### config.mk
export PLATFORM = sky130hd
export DESIGN_NAME = link_watchdog_power_cycler
export DESIGN_NICKNAME = d
export VERILOG_FILES = /design/src/rtl/lwpc_pkg.sv /design/src/rtl/lwpc_cfg.sv /design/src/rtl/lwpc_core.sv /design/src/rtl/link_watchdog_power_cycler.sv
export SDC_FILE = /design/constraint.sdc
export NUM_CORES = 1
export LEC_CHECK = 0
export BUFFER_PORTS_ARGS = -buffer_cell sky130_fd_sc_hd__buf_2
export CAP_MARGIN = 20
export CORE_MARGIN = 2
export CORE_UTILIZATION = 45
export CTS_CLUSTER_SIZE = 14
export DETAILED_ROUTE_END_ITERATION = 10
export SYNTH_ARGS = -nofsm -noshare
export SYNTH_HDL_FRONTEND = slang
export SYNTH_SLANG_ARGS = --single-unit
### constraint.sdc
create_clock -name aclk -period 7.04 [get_ports aclk]
set_input_delay 0.704 -clock aclk [delete_from_list [all_inputs] [get_ports aclk]]
set_output_delay 0.704 -clock aclk [all_outputs]
set_load 0.02 [all_outputs]
### src/rtl/lwpc_pkg.sv
// Shared types and constants for the link watchdog power cycler.
// No dependencies; used by every module in rtl/.
`timescale 1ns / 1ps

package lwpc_pkg;

    localparam int CFG_W   = 24;
    localparam int FAIL_W  = 8;
    localparam int ADDR_W  = 3;

    localparam logic [ADDR_W-1:0] REG_PERIOD_NORMAL     = 3'd0;
    localparam logic [ADDR_W-1:0] REG_PERIOD_ALTERNATE  = 3'd1;
    localparam logic [ADDR_W-1:0] REG_FAIL_LIMIT        = 3'd2;
    localparam logic [ADDR_W-1:0] REG_POWER_CYCLE_TICKS = 3'd3;
    localparam logic [ADDR_W-1:0] REG_LED_PULSE_TICKS   = 3'd4;

    localparam logic [1:0] PH_WAIT  = 2'd0;
    localparam logic [1:0] PH_PING  = 2'd1;
    localparam logic [1:0] PH_HELD  = 2'd2;
    localparam logic [1:0] PH_CYCLE = 2'd3;

    localparam logic CMD_TICK = 1'b0;

    typedef struct packed {
        logic [CFG_W-1:0]  period_normal;
        logic [CFG_W-1:0]  period_alternate;
        logic [FAIL_W-1:0] fail_limit;
        logic [CFG_W-1:0]  power_cycle_ticks;
        logic [CFG_W-1:0]  led_pulse_ticks;
    } cfg_t;

    typedef struct packed {
        logic command;
        logic button_pressed;
        logic ping_ok;
    } item_t;

    typedef struct packed {
        logic              relay_closed;
        logic              red_led;
        logic              green_led;
        logic              ping_request;
        logic              link_down;
        logic [FAIL_W-1:0] failure_count;
    } result_t;

endpackage

### src/rtl/lwpc_cfg.sv
// Configuration register bank for the link watchdog power cycler.
// Depends on lwpc_pkg for the register indexes and the cfg_t bundle.
`timescale 1ns / 1ps

module lwpc_cfg (
    input  logic                       aclk,
    input  logic                       aresetn,
    input  logic                       cfg_we,
    input  logic [lwpc_pkg::ADDR_W-1:0] cfg_addr,
    input  logic [lwpc_pkg::CFG_W-1:0]  cfg_wdata,
    output lwpc_pkg::cfg_t             cfg
);

    lwpc_pkg::cfg_t cfg_reg;

    always_ff @(posedge aclk) begin
        if (!aresetn) begin
            cfg_reg.period_normal     <= lwpc_pkg::CFG_W'(60);
            cfg_reg.period_alternate  <= lwpc_pkg::CFG_W'(300);
            cfg_reg.fail_limit        <= lwpc_pkg::FAIL_W'(3);
            cfg_reg.power_cycle_ticks <= lwpc_pkg::CFG_W'(10);
            cfg_reg.led_pulse_ticks   <= lwpc_pkg::CFG_W'(1);
        end else if (cfg_we) begin
            case (cfg_addr)
                lwpc_pkg::REG_PERIOD_NORMAL:     cfg_reg.period_normal     <= cfg_wdata;
                lwpc_pkg::REG_PERIOD_ALTERNATE:  cfg_reg.period_alternate  <= cfg_wdata;
                lwpc_pkg::REG_FAIL_LIMIT:
                    cfg_reg.fail_limit <= cfg_wdata[lwpc_pkg::FAIL_W-1:0];
                lwpc_pkg::REG_POWER_CYCLE_TICKS: cfg_reg.power_cycle_ticks <= cfg_wdata;
                lwpc_pkg::REG_LED_PULSE_TICKS:   cfg_reg.led_pulse_ticks   <= cfg_wdata;
                default: ;
            endcase
        end
    end

    assign cfg = cfg_reg;

endmodule

### src/rtl/lwpc_core.sv
// Watchdog state registers and the single-pass next-state logic for one beat.
// Depends on lwpc_pkg for phase codes, cfg_t, item_t and result_t.
`timescale 1ns / 1ps

module lwpc_core #(
    parameter int TIMER_BITS = 24
) (
    input  logic                aclk,
    input  logic                aresetn,
    input  logic                step,
    input  lwpc_pkg::item_t     item,
    input  lwpc_pkg::cfg_t      cfg,
    output lwpc_pkg::result_t   result
);

    localparam int CMP_W = (TIMER_BITS > lwpc_pkg::CFG_W) ? TIMER_BITS : lwpc_pkg::CFG_W;

    logic [1:0]                  phase_reg, phase_next;
    logic [TIMER_BITS-1:0]       period_timer_reg, period_timer_next;
    logic                        use_alt_reg, use_alt_next;
    logic [lwpc_pkg::FAIL_W-1:0] fail_reg, fail_next;
    logic [lwpc_pkg::CFG_W-1:0]  relay_timer_reg, relay_timer_next;
    logic [lwpc_pkg::CFG_W-1:0]  led_timer_reg, led_timer_next;
    logic                        red_reg, red_next;
    logic                        green_reg, green_next;
    logic                        request;
    logic [TIMER_BITS-1:0]       period_inc;
    logic [lwpc_pkg::CFG_W-1:0]  period_limit;
    logic [lwpc_pkg::CFG_W-1:0]  relay_dec;
    logic [lwpc_pkg::FAIL_W:0]   fail_plus;

    always_comb begin
        phase_next        = phase_reg;
        period_timer_next = period_timer_reg;
        use_alt_next      = use_alt_reg;
        fail_next         = fail_reg;
        relay_timer_next  = relay_timer_reg;
        led_timer_next    = led_timer_reg;
        red_next          = red_reg;
        green_next        = green_reg;
        request           = 1'b0;

        period_inc   = (&period_timer_reg) ? period_timer_reg
                                           : period_timer_reg + TIMER_BITS'(1);
        period_limit = use_alt_reg ? cfg.period_alternate : cfg.period_normal;
        relay_dec    = (relay_timer_reg != '0) ? relay_timer_reg - lwpc_pkg::CFG_W'(1) : '0;
        fail_plus    = {1'b0, fail_reg} + (lwpc_pkg::FAIL_W + 1)'(1);

        if (item.command == lwpc_pkg::CMD_TICK) begin
            if (led_timer_reg != '0) begin
                led_timer_next = led_timer_reg - lwpc_pkg::CFG_W'(1);
                if (led_timer_reg == lwpc_pkg::CFG_W'(1)) begin
                    green_next = 1'b1;
                end
            end
            if (phase_reg == lwpc_pkg::PH_CYCLE) begin
                relay_timer_next = relay_dec;
                if (relay_dec == '0) begin
                    use_alt_next      = 1'b1;
                    period_timer_next = '0;
                    phase_next        = lwpc_pkg::PH_WAIT;
                end
            end else if (phase_reg == lwpc_pkg::PH_HELD) begin
                if (!item.button_pressed) begin
                    if (cfg.power_cycle_ticks == '0) begin
                        relay_timer_next  = '0;
                        use_alt_next      = 1'b1;
                        period_timer_next = '0;
                        phase_next        = lwpc_pkg::PH_WAIT;
                    end else begin
                        relay_timer_next = cfg.power_cycle_ticks;
                        phase_next       = lwpc_pkg::PH_CYCLE;
                    end
                end
            end else if (item.button_pressed) begin
                fail_next      = cfg.fail_limit;
                red_next       = 1'b1;
                green_next     = 1'b0;
                led_timer_next = '0;
                phase_next     = lwpc_pkg::PH_HELD;
            end else if (phase_reg == lwpc_pkg::PH_WAIT) begin
                period_timer_next = period_inc;
                if (CMP_W'(period_inc) >= CMP_W'(period_limit)) begin
                    request    = 1'b1;
                    phase_next = lwpc_pkg::PH_PING;
                end
            end
        end else if (phase_reg == lwpc_pkg::PH_PING) begin
            if (item.ping_ok) begin
                fail_next         = '0;
                red_next          = 1'b0;
                led_timer_next    = cfg.led_pulse_ticks;
                green_next        = (cfg.led_pulse_ticks == '0);
                use_alt_next      = 1'b0;
                period_timer_next = '0;
                phase_next        = lwpc_pkg::PH_WAIT;
            end else if (fail_plus < {1'b0, cfg.fail_limit}) begin
                fail_next         = fail_plus[lwpc_pkg::FAIL_W-1:0];
                use_alt_next      = 1'b0;
                period_timer_next = '0;
                phase_next        = lwpc_pkg::PH_WAIT;
            end else begin
                fail_next      = cfg.fail_limit;
                red_next       = 1'b1;
                green_next     = 1'b0;
                led_timer_next = '0;
                if (cfg.power_cycle_ticks == '0) begin
                    relay_timer_next  = '0;
                    use_alt_next      = 1'b1;
                    period_timer_next = '0;
                    phase_next        = lwpc_pkg::PH_WAIT;
                end else begin
                    relay_timer_next = cfg.power_cycle_ticks;
                    phase_next       = lwpc_pkg::PH_CYCLE;
                end
            end
        end
    end

    always_ff @(posedge aclk) begin
        if (!aresetn) begin
            phase_reg        <= lwpc_pkg::PH_WAIT;
            period_timer_reg <= '0;
            use_alt_reg      <= 1'b1;
            fail_reg         <= '0;
            relay_timer_reg  <= '0;
            led_timer_reg    <= '0;
            red_reg          <= 1'b0;
            green_reg        <= 1'b0;
        end else if (step) begin
            phase_reg        <= phase_next;
            period_timer_reg <= period_timer_next;
            use_alt_reg      <= use_alt_next;
            fail_reg         <= fail_next;
            relay_timer_reg  <= relay_timer_next;
            led_timer_reg    <= led_timer_next;
            red_reg          <= red_next;
            green_reg        <= green_next;
        end
    end

    always_comb begin
        result.relay_closed  = (phase_next != lwpc_pkg::PH_CYCLE);
        result.red_led       = red_next;
        result.green_led     = green_next;
        result.ping_request  = request;
        result.link_down     = (fail_next >= cfg.fail_limit);
        result.failure_count = fail_next;
    end

endmodule

### src/rtl/link_watchdog_power_cycler.sv
// Top level of the link watchdog power cycler: input register, core and result register.
// Depends on lwpc_pkg, lwpc_cfg and lwpc_core.
`timescale 1ns / 1ps

// Each input beat is either a time tick carrying the button level or a ping result, and
// each beat yields exactly one result beat with the relay, LED, ping request and failure
// state after that beat. A beat is captured in an input register and processed when it
// moves into the result register, which waits while the output is stalled; the block
// sustains one beat per cycle while the output is not stalled. The state registers of
// the core form the only loop. Configuration writes take effect at once and are expected
// only while no beats are in flight.
module link_watchdog_power_cycler #(
    parameter int TIMER_BITS = 24
) (
    input  logic                        aclk,
    input  logic                        aresetn,
    input  logic                        cfg_we,
    input  logic [lwpc_pkg::ADDR_W-1:0] cfg_addr,
    input  logic [lwpc_pkg::CFG_W-1:0]  cfg_wdata,
    input  logic                        s_valid,
    output logic                        s_ready,
    input  logic                        s_command,
    input  logic                        s_button_pressed,
    input  logic                        s_ping_ok,
    output logic                        m_valid,
    input  logic                        m_ready,
    output logic                        m_relay_closed,
    output logic                        m_red_led,
    output logic                        m_green_led,
    output logic                        m_ping_request,
    output logic                        m_link_down,
    output logic [lwpc_pkg::FAIL_W-1:0] m_failure_count
);

    lwpc_pkg::cfg_t    cfg;
    lwpc_pkg::item_t   in_item_reg;
    lwpc_pkg::result_t result;
    lwpc_pkg::result_t out_reg;
    logic              in_vld_reg;
    logic              out_vld_reg;
    logic              advance;

    lwpc_cfg u_cfg (
        .aclk      (aclk),
        .aresetn   (aresetn),
        .cfg_we    (cfg_we),
        .cfg_addr  (cfg_addr),
        .cfg_wdata (cfg_wdata),
        .cfg       (cfg)
    );

    assign advance = in_vld_reg && (!out_vld_reg || m_ready);
    assign s_ready = !in_vld_reg || advance;

    lwpc_core #(
        .TIMER_BITS (TIMER_BITS)
    ) u_core (
        .aclk    (aclk),
        .aresetn (aresetn),
        .step    (advance),
        .item    (in_item_reg),
        .cfg     (cfg),
        .result  (result)
    );

    always_ff @(posedge aclk) begin
        if (!aresetn) begin
            in_vld_reg  <= 1'b0;
            out_vld_reg <= 1'b0;
        end else begin
            if (s_ready) begin
                in_vld_reg <= s_valid;
            end
            if (advance) begin
                out_vld_reg <= 1'b1;
            end else if (m_ready) begin
                out_vld_reg <= 1'b0;
            end
        end
    end

    always_ff @(posedge aclk) begin
        if (s_valid && s_ready) begin
            in_item_reg.command        <= s_command;
            in_item_reg.button_pressed <= s_button_pressed;
            in_item_reg.ping_ok        <= s_ping_ok;
        end
        if (advance) begin
            out_reg <= result;
        end
    end

    assign m_valid         = out_vld_reg;
    assign m_relay_closed  = out_reg.relay_closed;
    assign m_red_led       = out_reg.red_led;
    assign m_green_led     = out_reg.green_led;
    assign m_ping_request  = out_reg.ping_request;
    assign m_link_down     = out_reg.link_down;
    assign m_failure_count = out_reg.failure_count;

    // A full pipeline with a stalled output must not take another beat.
    a_no_overrun: assert property (@(posedge aclk) disable iff (!aresetn)
        (in_vld_reg && out_vld_reg && !m_ready) |-> !s_ready)
        else $error("input beat accepted while both stages are full and stalled");

    // A power cycle only starts after the link has been marked down.
    a_cycle_red: assert property (@(posedge aclk) disable iff (!aresetn)
        (m_valid && !m_relay_closed) |-> m_red_led)
        else $error("relay open while the red LED is off");

    // A check is only requested while the router is powered.
    a_request_powered: assert property (@(posedge aclk) disable iff (!aresetn)
        (m_valid && m_ping_request) |-> m_relay_closed)
        else $error("ping requested during a power cycle");

    // Marking the link down cancels any green pulse.
    a_red_green: assert property (@(posedge aclk) disable iff (!aresetn)
        (m_valid && m_red_led) |-> !m_green_led)
        else $error("green LED high while the red LED is lit");

endmodule
==> results of run 1 <==
metrics by stage:
step / cells / hold WS, ps
2_1_floorplan: 1433 / 432
3_3_place_gp: 1730 / 442
3_5_place_dp: 1730 / 446
4_1_cts: 1773 / 362
5_1_grt: 1773 / 364
6_report: 1773 / 378
kinds of logic (layout without fill, tap and decap cells):
family	count (synthesis)	in the layout	share of synthesized area [%]
DFF	207	207	38.4
buffers and inverters	123	139	4.25
AOI/OAI and AO/OA	375	375	21.3
muxes	31	31	2.78
adders and majority gates	45	45	5.02
xor gates and xnor gates	45	45	3.51
and+or+nand+nor	607	607	24.7
report_power, final:
group | total, µW | internal [µW] | switching, µW
combinational | 375 | 127 | 248
sequential | 1250 | 1220 | 28.5
clock | 1320 | 808 | 510
total | 2940 | 2150 | 787
layout make-up:
| class | instances | area, µm² | share of cell area (%) |
|---|---|---|---|
| repair buffers | 62 | 343 | 2.75 |
| inverters | 34 | 130 | 1.04 |
| clock buffers | 37 | 752 | 6.03 |
| multi-input cells | 1103 | 6450 | 51.7 |
| well taps | 324 | 405 | 3.25 |
| flip-flops and latches | 207 | 4300 | 34.5 |
| clock inverters | 6 | 86.3 | 0.692 |
routing by layer:
| metal | vias up | routed length (µm) | track usage [%] |
|---|---|---|---|
| met4 | 0 | 821 | 6.88 |
| met5 | - | 0 | 0 |
| met1 | 4846 | 15100 | 34.8 |
| li1 | 5103 | - | - |
| met3 | 47 | 1790 | 2.99 |
| met2 | 305 | 14900 | 39.8 |
worst paths after layout:
kind	from	to
setup / recovery	u_core.fail_reg[2]$_SDFFE_PN0P_	m_link_down$_DFFE_PP_
hold / removal	s_command	in_item_reg[2]$_DFFE_PP_
setup reg to reg	u_core.fail_reg[2]$_SDFFE_PN0P_	m_link_down$_DFFE_PP_
hold reg to reg	u_cfg.cfg[88]$_SDFFE_PN0P_	u_cfg.cfg[88]$_SDFFE_PN0P_
Yosys cell counts (all sizes together) (8+ instances only):
master,count,area (µm²)
a22o,13,114
edfxtp,16,480
nor3,38,195
nor4,29,224
nand2,298,1120
clkbuf,84,315
and3,13,81.3
nand3,35,175
a21oi,152,761
nor2,113,429
a22oi,28,210
and2,8,50.1
o2bb2ai,14,129
mux2i,30,300
o21ai,62,310
ha,45,563
nand2b,10,62.6
inv,34,128
nand4,18,113
dfxtp,191,3820
a211oi,15,113
xnor2,25,219
nor2b,17,106
xor2,20,175
o31ai,18,140
cells in the final DEF, fill, tap and decap left out, drive strengths merged, types with 20 or more instances in the layout:
| cell type | netlist | final |
|---|---|---|
| o21ai | 62 | 62 |
| inv | 34 | 35 |
| dfxtp | 191 | 191 |
| nor3 | 38 | 38 |
| ha | 45 | 45 |
| a22oi | 28 | 28 |
| buf | 5 | 62 |
| mux2i | 30 | 30 |
| nand3 | 35 | 35 |
| clkbuf | 84 | 37 |
| nand2 | 298 | 298 |
| xor2 | 20 | 20 |
| a21oi | 152 | 152 |
| xnor2 | 25 | 25 |
| nor4 | 29 | 29 |
| nor2 | 113 | 113 |
==> key figures, run 1 <==
Synth
  • Mapped Cells: around 1400
  • #FFs+latches synth: 207
  • Syn. warnings: 0
  • Syn Nets: between 1500 and 2000
  • Yosys cell types: between 70 and 80
  • EDFF count, synth: 16
  • Mapped Area: approximately 0.011 mm²
  • Asr flop ratio synth: 0%
  • Sequential area share after synthesis: around two fifths
  • Syn Area/Cell: slightly below 8 µm²
  • Main flop type after synthesis: dfxtp_1

Detailed routing
  • Detailed-route wire length: between 30000 and 40000 µm
  • DRT antenna net count: 0
  • Vias after detailed routing: 10300
  • Pre-Repair DR Iteration Count: 5
  • Initial drt markers: about 800
  • Drc violations: 0
  • Vias per inst: around 5.8
  • Drt wl/cell: 18.4 µm

STA
  • RSZ-0062 raised after global routing: no
  • Layout Skew: between 15 and 20 ps
  • Slew @ Worst Pin: 1090 ps
  • PnR worst setup slack: between 2000 and 2500 ps
  • Max frequency: ~220 MHz
  • Slew Viols, Final: 0
  • Hold Vio Cnt, Final: 0
  • Setup TNS: 0 ps
  • Final min period: about 4600 ps
  • Endpoints failing setup: 0
  • Max-Slew Margin vs Limit: a little over a quarter
  • Fin crit share: between 60% and 70%

Final layout
  • Final nets: between 1500 and 2000
  • Post-layout util: between 50% and 60%
  • Max FFs per register: 104
  • ANT cells: 0
  • Post-route cell area: around 0.012 mm²
  • Filler cells: between 2000 and 2500
  • Area Growth Syn to Fin: 11.2%
  • Ratio of cells with drive above 1 in the final layout: 8.70%

Worst setup path
  • Worst path depth: 22
  • WP buf/inv: 1
  • Startpoint Class: flip-flop
  • Worst path cell trace: and3_1, and2_1, nand4_1, xnor2_1, ha_1, a21oi_1, o21ai_0, a41o_1, nor2_2, nor2_1, a211oi_1, a221o_1, inv_1, ha_1, nand2b_1, a21o_1, a21o_1, a21o_1, a21oi_1, nor2b_1, o21ai_0, a21oi_1
  • Max FO, Critical Path: 9
  • Reg2Reg Setup Slack: ~2500 ps
  • Slowest-stage cell, CP: nor2_2
  • Worst EP required: 7310 ps
  • Worst path top cell family by delay: compound AO/OA/AOI/OAI gates
  • WP data arrival: just under 5000 ps
  • Reg2Reg Depth: 22
  • Crit end category: flip-flop
  • Worst setup path class: reg -> reg
  • Slowest cell delay on critical path: just under 500 ps

Global routing
  • Grt total ovfl: 0
  • Largest net degree at the start of global routing: 91
  • Global-route wire length before repair: around 52000 µm
  • Initial antenna violation count: 0
  • Total GRT Usage: 24.7%
  • Vias in the first global route: 9546

Floorplan
  • Die area: 0.0262 mm²
  • Row count: 57
  • Num ports: 50
  • Chip height: about 160 µm
  • Initial core utilization: a little under half
  • Core footprint: 0.0244 mm²
  • Die width: roughly 160 µm

Clock tree
  • Hold_buf cts: 0
  • Clock Sinks: about 210
  • Setup bufs post-CTS: 0
  • H-tree levels: 1
  • CTS root buf: clkbuf_16
  • Clock slew at reported path FFs: around 60 ps
  • CTS tree: built
  • Clk buf depth: 3
  • Post-cts sizing count: 0
  • Clock Latency Late Sink: roughly 530 ps
  • Num CTS Buffers: 25

Flow run
  • Max-cap violations: 0

Placement
  • Dpl hpwl: about 22000 µm
  • Post-place setup slack: between 2000 and 3000 ps
  • # port buffers: between 40 and 50
  • Placed cell area: 0.0116 mm²
  • Routability-driven placement congestion ratio: slightly below 0.9

Outcome
  • Status: complete, no violations

Power and ir drop
  • PwrDens: approximately 240 mW/mm²
  • Leakage Power: around 0.0048 µW
  • Max IR drop VDD: ~190 µV
  • Total power: approximately 2900 µW

Worst hold path
  • HP Class: in -> reg
  • Hold path depth: 1
Note: power is estimated with default switching activity, not from simulation.
==> inputs of run 2 (changes only) <==
==> constraint.sdc (replaced) <==
create_clock -name aclk -period 4.25 [get_ports aclk]
set_input_delay 0.425 -clock aclk [delete_from_list [all_inputs] [get_ports aclk]]
set_output_delay 0.425 -clock aclk [all_outputs]
set_load 0.02 [all_outputs]
==> run 2 against run 1 <==
Global-route usage up 0.11 points. Total power up 67%. Count of clock-buffer cells in the layout down 3. Utilization up 0.96 points. Critical endpoint unchanged. Sequential power up 65%. Cell area up 1.9%. Clock skew down 2.6 ps. Clock power up 67%.
==> key figures, run 2 (synthesized netlist as in run 1, its figures left out) <==
Outcome
  • Status: complete, no violations (unchanged)

Final layout
  • Final nets: 1536 (was 1513)
  • Post-route cell area: 0.0127 mm² (was 0.0125 mm²)
  • Most frequent cells in the layout: nand2_1 (297), dfxtp_1 (189), a21oi_1 (150) (was nand2_1 (297), dfxtp_1 (191), a21oi_1 (151))
  • ANT cells: 0 (unchanged)
  • Max FFs per register: 104 (unchanged)
  • Most common cell after layout, fill and taps aside: nand2_1 (unchanged)
  • Ratio of cells with drive above 1 in the final layout: 10.7% (was 8.70%)
  • Area Growth Syn to Fin: 13.3% (was 11.2%)

STA
  • PnR worst setup slack: 181 ps (was 2490 ps)
  • Hold Vio Cnt, Final: 0 (unchanged)
  • Max-Slew Margin vs Limit: 32.4% (was 27.0%)
  • Fin crit share: 95.7% (was 64.6%)
  • Endpoints failing setup: 0 (unchanged)
  • Layout Skew: 16.0 ps (was 18.6 ps)
  • Final min period: 4070 ps (was 4550 ps)
  • Slew Viols, Final: 0 (unchanged)
  • Slew @ Worst Pin: 1010 ps (was 1090 ps)
  • Max frequency: 246 MHz (was 220 MHz)

Detailed routing
  • Vias per inst: 5.78 (was 5.81)
  • Drc violations: 0 (unchanged)
  • Detailed-route wire length: 33000 µm (was 32700 µm)
  • Vias after detailed routing: 10400 (was 10300)
  • Initial drt markers: 844 (was 788)
  • DRT antenna net count: 0 (unchanged)
  • Drt wl/cell: 18.4 µm (about the same)
  • Pre-Repair DR Iteration Count: 5 (unchanged)

Clock tree
  • Clock Sinks: 207 (unchanged)
  • CTS tree: built (unchanged)
  • CTS root buf: clkbuf_16 (unchanged)
  • H-tree levels: 1 (unchanged)
  • Num CTS Buffers: 24 (was 25)
  • Hold_buf cts: 0 (unchanged)
  • Clock slew at reported path FFs: 60 ps (about the same)
  • Clk buf depth: 3 (unchanged)
  • Clock Latency Late Sink: 530 ps (about the same)

Worst setup path
  • Slowest-stage cell, CP: dfxtp_1 (was nor2_2)
  • Slowest cell delay on critical path: 450 ps (was 490 ps)
  • Worst EP required: 4520 ps (was 7310 ps)
  • Crit end category: flip-flop (unchanged)
  • Worst path depth: 21 (was 22)
  • WP data arrival: 4340 ps (was 4820 ps)
  • Worst setup path class: reg -> reg (unchanged)
  • Worst path top cell family by delay: compound AO/OA/AOI/OAI gates (unchanged)
  • WP buf/inv: 1 (unchanged)
  • Reg2Reg Depth: 21 (was 22)
  • Max FO, Critical Path: 7 (was 9)
  • Worst path cell trace: ha_2, nand2_1, xnor2_1, ha_1, nand2_1, o21ai_0, a41o_1, nor2_4, nor2_1, a211oi_2, a221o_1, inv_1, ha_1, nand2b_1, a21o_1, a21o_1, a21o_1, a21oi_1, nor2b_1, o21ai_0, a21oi_1 (was and3_1, and2_1, nand4_1, xnor2_1, ha_1, a21oi_1, o21ai_0, a41o_1, nor2_2, nor2_1, a211oi_1, a221o_1, inv_1, ha_1, nand2b_1, a21o_1, a21o_1, a21o_1, a21oi_1, nor2b_1, o21ai_0, a21oi_1)
  • Startpoint Class: flip-flop (unchanged)
  • Most frequent CP cell: a21o_1

Placement
  • Dpl hpwl: 22900 µm (was 22400 µm)
  • Post-place setup slack: 112 ps (was 2540 ps)
  • Routability-driven placement congestion ratio: 0.883 (was 0.873)
  • Placed cell area: 0.0118 mm² (was 0.0116 mm²)
  • # port buffers: 49 (unchanged)

Worst hold path
  • Hold path depth: 1 (unchanged)
  • HP Class: in -> reg (unchanged)

Floorplan
  • Num ports: 50 (unchanged)
  • Core footprint: 0.0244 mm² (unchanged)
  • Row count: 57 (unchanged)
  • Die area: 0.0262 mm² (unchanged)
  • Initial core utilization: 46.0% (unchanged)
  • Die width: 162 µm (unchanged)
  • Chip height: 162 µm (unchanged)

Global routing
  • Largest net degree at the start of global routing: 79 (was 91)
  • Initial antenna violation count: 0 (unchanged)
  • Vias in the first global route: 9587 (was 9546)
  • Grt total ovfl: 0 (unchanged)
  • Global-route wire length before repair: 52400 µm (was 52300 µm)
  • Total GRT Usage: 24.8% (was 24.7%)

Power and ir drop
  • Switch share: 26.7% (about the same)
  • Int Power: 3610 µW (was 2150 µW)
  • Logic pwr share: 13.4% (was 12.7%)
  • Clock group share of total power: 44.8% (about the same)
  • Reg power frac: 41.9% (was 42.4%)
  • Leakage Power: 0.00488 µW (was 0.00476 µW)
  • PwrDens: 388 mW/mm² (was 236 mW/mm²)
  • Max IR drop VDD: 237 µV (was 192 µV)
  • Net switching power: 1310 µW (was 787 µW)

Flow run
  • Max-cap violations: 0 (unchanged)
-- run 2: cell types whose count changed in the layout (fill, tap and decap cells not counted), moves of 2 or more --
cell / previous run / this run
o21ai_1: 1 / 3
buf_4: 13 / 36
dfxtp_4: 0 / 2
o21ai_0: 61 / 59
clkbuf_8: 6 / 4
dfxtp_1: 191 / 189
-- run 2: metal layers --
| metal | track usage (%) | wire length (µm) | vias up |
|---|---|---|---|
| met4 | 5.67 | 720 | 0 |
| li1 | - | - | 5145 |
| met1 | 35.3 | 15600 | 4925 |
| met3 | 2.96 | 1640 | 44 |
| met2 | 40.2 | 15000 | 260 |
| met5 | 0 | 0 | - |
-- run 2: final timing paths --
| path | startpoint | endpoint | slack, ps |
|---|---|---|---|
| min reg2reg | u_cfg.cfg[65]$_SDFFE_PN0P_ | u_cfg.cfg[65]$_SDFFE_PN0P_ | 450 |
| max reg2reg | u_core.fail_reg[1]$_SDFFE_PN0P_ | m_link_down$_DFFE_PP_ | 180 |
| min | s_button_pressed | in_item_reg[1]$_DFFE_PP_ | 90 |
| max | u_core.fail_reg[1]$_SDFFE_PN0P_ | m_link_down$_DFFE_PP_ | 180 |
-- run 2: timing repair --
action	CTS	global route
gates resized for setup	0	16
buffers inserted	0	3
hold endpoints to repair	0	0
setup endpoints to repair	0	4
-- run 2: layout make-up --
class,count,area [µm²]
inverters,34,130
flip-flops and latches,207,4310
clock buffers,34,721
repair buffers,86,527
fillers,2388,11700
clock inverters,8,118
well taps,324,405
multi-input cells,1103,6490
-- run 2: per-stage QoR --
step	util, %	std cells	hold slack, ps	total power (µW)	setup TNS [ps]
after global routing	52.1	1796	82.4	5100	-147
after CTS	51.7	1792	77.2	4930	0
after floorplan	-	1433	432	2530	0
final	52.1	1796	92.3	4920	0
after global placement	48.3	1750	441	2730	0
after detailed placement	48.3	1750	446	2740	0
-- run 2: power groups by stage --
stage	logic (µW)	registers [µW]	clock network [µW]
finish	658	2060	2200
global route	727	2070	2310
global placement	630	2100	0
detailed placement	631	2100	0
floorplan	433	2100	0
CTS	636	2060	2240
==> inputs of run 3 (changes only) <==
==> constraint.sdc (replaced) <==
create_clock -name aclk -period 4.25 [get_ports aclk]
set_input_delay 0 -clock aclk [delete_from_list [all_inputs] [get_ports aclk]]
set_output_delay 0 -clock aclk [all_outputs]
set_load 0.02 [all_outputs]
==> run 3 against run 2 <==
Routed wire length up 1.6%. Clock skew down 1.4 ps. First-iteration DRC count up 20%. Register-to-register slack better by 110 ps. Critical path type unchanged. Flip-flop and latch count unchanged. Worst setup slack better by 110 ps. Maximum frequency up 2.7%. Die area unchanged. Utilization up 1.1 points. Combinational power up 3.5%.
==> key figures, run 3 (synthesized netlist as in run 1, its figures left out) <==
Detailed routing
  • Vias after detailed routing: 10600 (was 10400)
  • Vias per inst: 5.79 (was 5.78)
  • Initial drt markers: 1009 (was 844)
  • DRT antenna net count: 0 (unchanged)
  • Drt wl/cell: 18.4 µm (about the same)
  • Detailed-route wire length: 33600 µm (was 33000 µm)
  • Pre-Repair DR Iteration Count: 6 (was 5)
  • Drc violations: 0 (unchanged)

STA
  • Fin crit share: 93.2% (was 95.7%)
  • Hold Vio Cnt, Final: 0 (unchanged)
  • Endpoints failing setup: 0 (unchanged)
  • Slew @ Worst Pin: 1160 ps (was 1010 ps)
  • Layout Skew: 14.6 ps (was 16.0 ps)
  • Max-Slew Margin vs Limit: 22.4% (was 32.4%)
  • Final min period: 3960 ps (was 4070 ps)
  • Max frequency: 252 MHz (was 246 MHz)
  • Slew Viols, Final: 0 (unchanged)

Final layout
  • Most common cell after layout, fill and taps aside: nand2_1 (unchanged)
  • Area Growth Syn to Fin: 15.8% (was 13.3%)
  • Max FFs per register: 104 (unchanged)
  • ANT cells: 0 (unchanged)
  • Final nets: 1564 (was 1536)
  • Filler cells: 2335 (was 2388)
  • Ratio of cells with drive above 1 in the final layout: 10.4% (was 10.7%)
  • Most frequent cells in the layout: nand2_1 (296), dfxtp_1 (187), a21oi_1 (151) (was nand2_1 (297), dfxtp_1 (189), a21oi_1 (150))
  • Post-route cell area: 0.0130 mm² (was 0.0127 mm²)
  • Non-filler instance count after layout: 1823 (was 1796)

Placement
  • Placed Instances: 1749 (was 1750)
  • Routability-driven placement congestion ratio: 0.883 (about the same)
  • Dpl hpwl: 22800 µm (was 22900 µm)
  • # port buffers: 49 (unchanged)
  • Placed cell area: 0.0118 mm² (about the same)

Worst setup path
  • Reg2reg start: u_core.fail_reg[4]$_SDFFE_PN0P_ (was u_core.fail_reg[1]$_SDFFE_PN0P_)
  • Slowest cell delay on critical path: 360 ps (was 450 ps)
  • WP data arrival: 4240 ps (was 4340 ps)
  • Worst path cell trace: and3_1, and2_4, nand4_1, xnor2_2, ha_1, a21oi_1, o21ai_0, a41o_1, nor2_4, nor2_1, a211oi_2, a221o_1, inv_1, ha_1, nand2b_1, a21o_1, a21o_1, a21o_1, a21oi_1, nor2b_1, o21ai_0, a21oi_1 (was ha_2, nand2_1, xnor2_1, ha_1, nand2_1, o21ai_0, a41o_1, nor2_4, nor2_1, a211oi_2, a221o_1, inv_1, ha_1, nand2b_1, a21o_1, a21o_1, a21o_1, a21oi_1, nor2b_1, o21ai_0, a21oi_1)
  • Worst EP required: 4530 ps (was 4520 ps)
  • Worst setup path class: reg -> reg (unchanged)
  • Max FO, Critical Path: 5 (was 7)
  • Crit end category: flip-flop (unchanged)
  • Reg2Reg Depth: 22 (was 21)
  • Startpoint Class: flip-flop (unchanged)
  • Slowest-stage cell, CP: dfxtp_2 (was dfxtp_1)
  • R2R Path End: m_link_down$_DFFE_PP_ (unchanged)
  • Reg2Reg Setup Slack: 290 ps (was 180 ps)

Clock tree
  • Clk buf depth: 3 (unchanged)
  • H-tree levels: 1 (unchanged)
  • CTS tree: built (unchanged)
  • Clock Sinks: 207 (unchanged)
  • CTS root buf: clkbuf_16 (unchanged)
  • Clock Latency Late Sink: 530 ps (about the same)
  • Clock slew at reported path FFs: 60 ps (about the same)
  • Num CTS Buffers: 24 (unchanged)

Global routing
  • Total GRT Usage: 25.2% (was 24.8%)
  • Global-route wire length before repair: 53400 µm (was 52400 µm)
  • Grt total ovfl: 0 (unchanged)
  • Initial antenna violation count: 0 (unchanged)
  • Vias in the first global route: 9828 (was 9587)
  • Largest net degree at the start of global routing: 94 (was 79)

Floorplan
  • Die width: 162 µm (unchanged)
  • Num ports: 50 (unchanged)
  • Die area: 0.0262 mm² (unchanged)
  • Row count: 57 (unchanged)
  • Initial core utilization: 46.0% (unchanged)
  • Chip height: 162 µm (unchanged)
  • Core footprint: 0.0244 mm² (unchanged)

Worst hold path
  • Hold path depth: 2 (was 1)
  • HP Start: aresetn (was s_button_pressed)
  • Hold path endpoint: u_cfg.cfg[0]$_SDFFE_PN1P_ (was in_item_reg[1]$_DFFE_PP_)
  • HP Class: in -> reg (unchanged)

Power and ir drop
  • Max IR drop VDD: 337 µV (was 237 µV)
  • PwrDens: 377 mW/mm² (was 388 mW/mm²)
  • Total power: 4890 µW (was 4920 µW)
  • Leakage Power: 0.00500 µW (was 0.00488 µW)

Outcome
  • Status: complete, no violations (unchanged)

Flow run
  • Max-cap violations: 0 (unchanged)
[run 3: cell types whose count changed in the layout (fill, tap and decap cells not counted), sizes merged]
cell and change:
dlygate4sd3 +31, buf -3, bufinv -2, clkbuf +1
[run 3: what timing repair did]
item                       CTS  global route
buffers inserted             0             2
hold buffers                31             0
hold endpoints to repair   109             0
setup endpoints to repair    0             4
resized for setup            0            16
[run 3: how the worst max path moves through the flow]
stage	start	to	slack (ps)
global placement	u_core.fail_reg[3]$_SDFFE_PN0P_	m_link_down$_DFFE_PP_	200
global route	u_core.fail_reg[3]$_SDFFE_PN0P_	m_link_down$_DFFE_PP_	-30
detailed placement	u_core.fail_reg[3]$_SDFFE_PN0P_	m_link_down$_DFFE_PP_	120
floorplan	u_core.fail_reg[2]$_SDFFE_PN0P_	m_link_down$_DFFE_PP_	200
CTS	u_core.fail_reg[3]$_SDFFE_PN0P_	m_link_down$_DFFE_PP_	90
finish	u_core.fail_reg[4]$_SDFFE_PN0P_	m_link_down$_DFFE_PP_	290
[run 3: final cells by class]
type	instances	area (µm²)	area share, %
multi-input combinational	1103	6490	50.0
sequential	207	4310	33.2
timing repair buffer	114	827	6.37
clock buffer	35	757	5.83
tap	324	405	3.12
inverter	34	130	1.00
clock inverter	6	61.3	0.472
[run 3: where the power goes]
group	total, µW	internal [µW]	switching (µW)
logic	681	254	427
clock network	2150	1290	857
registers	2060	2020	44.4
[run 3: per-layer routing]
metal / up-vias / share of wire [%] / track usage [%]
met4: 0 / 2.6 / 7.64
met3: 64 / 6.0 / 2.91
met2: 303 / 45 / 39.6
met5: - / 0 / 0
met1: 4992 / 46 / 36.3
li1: 5200 / - / -
[run 3: stage by stage]
| step | setup TNS (ps) | utilization, % | setup slack (ps) | hold slack, ps |
|---|---|---|---|---|
| 2_1_floorplan | 0 | - | 198 | 98.9 |
| 3_3_place_gp | 0 | 48.3 | 205 | 193 |
| 3_5_place_dp | 0 | 48.3 | 121 | 179 |
| 4_1_cts | 0 | 53.0 | 88.4 | 14.7 |
| 5_1_grt | -34.8 | 53.2 | -34.8 | 47.8 |
| 6_report | 0 | 53.2 | 287 | 29.1 |
[run 3: critical path, delay by kind of cell, from the launching register on]
family / cells / cell delay [ps]
and+or+nand+nor: 7 / 870
adders and majority gates: 2 / 560
xor gates and xnor gates: 1 / 180
buffers and inverters: 1 / 50
DFF: 1 / 360
AOI/OAI and AO/OA: 11 / 1690
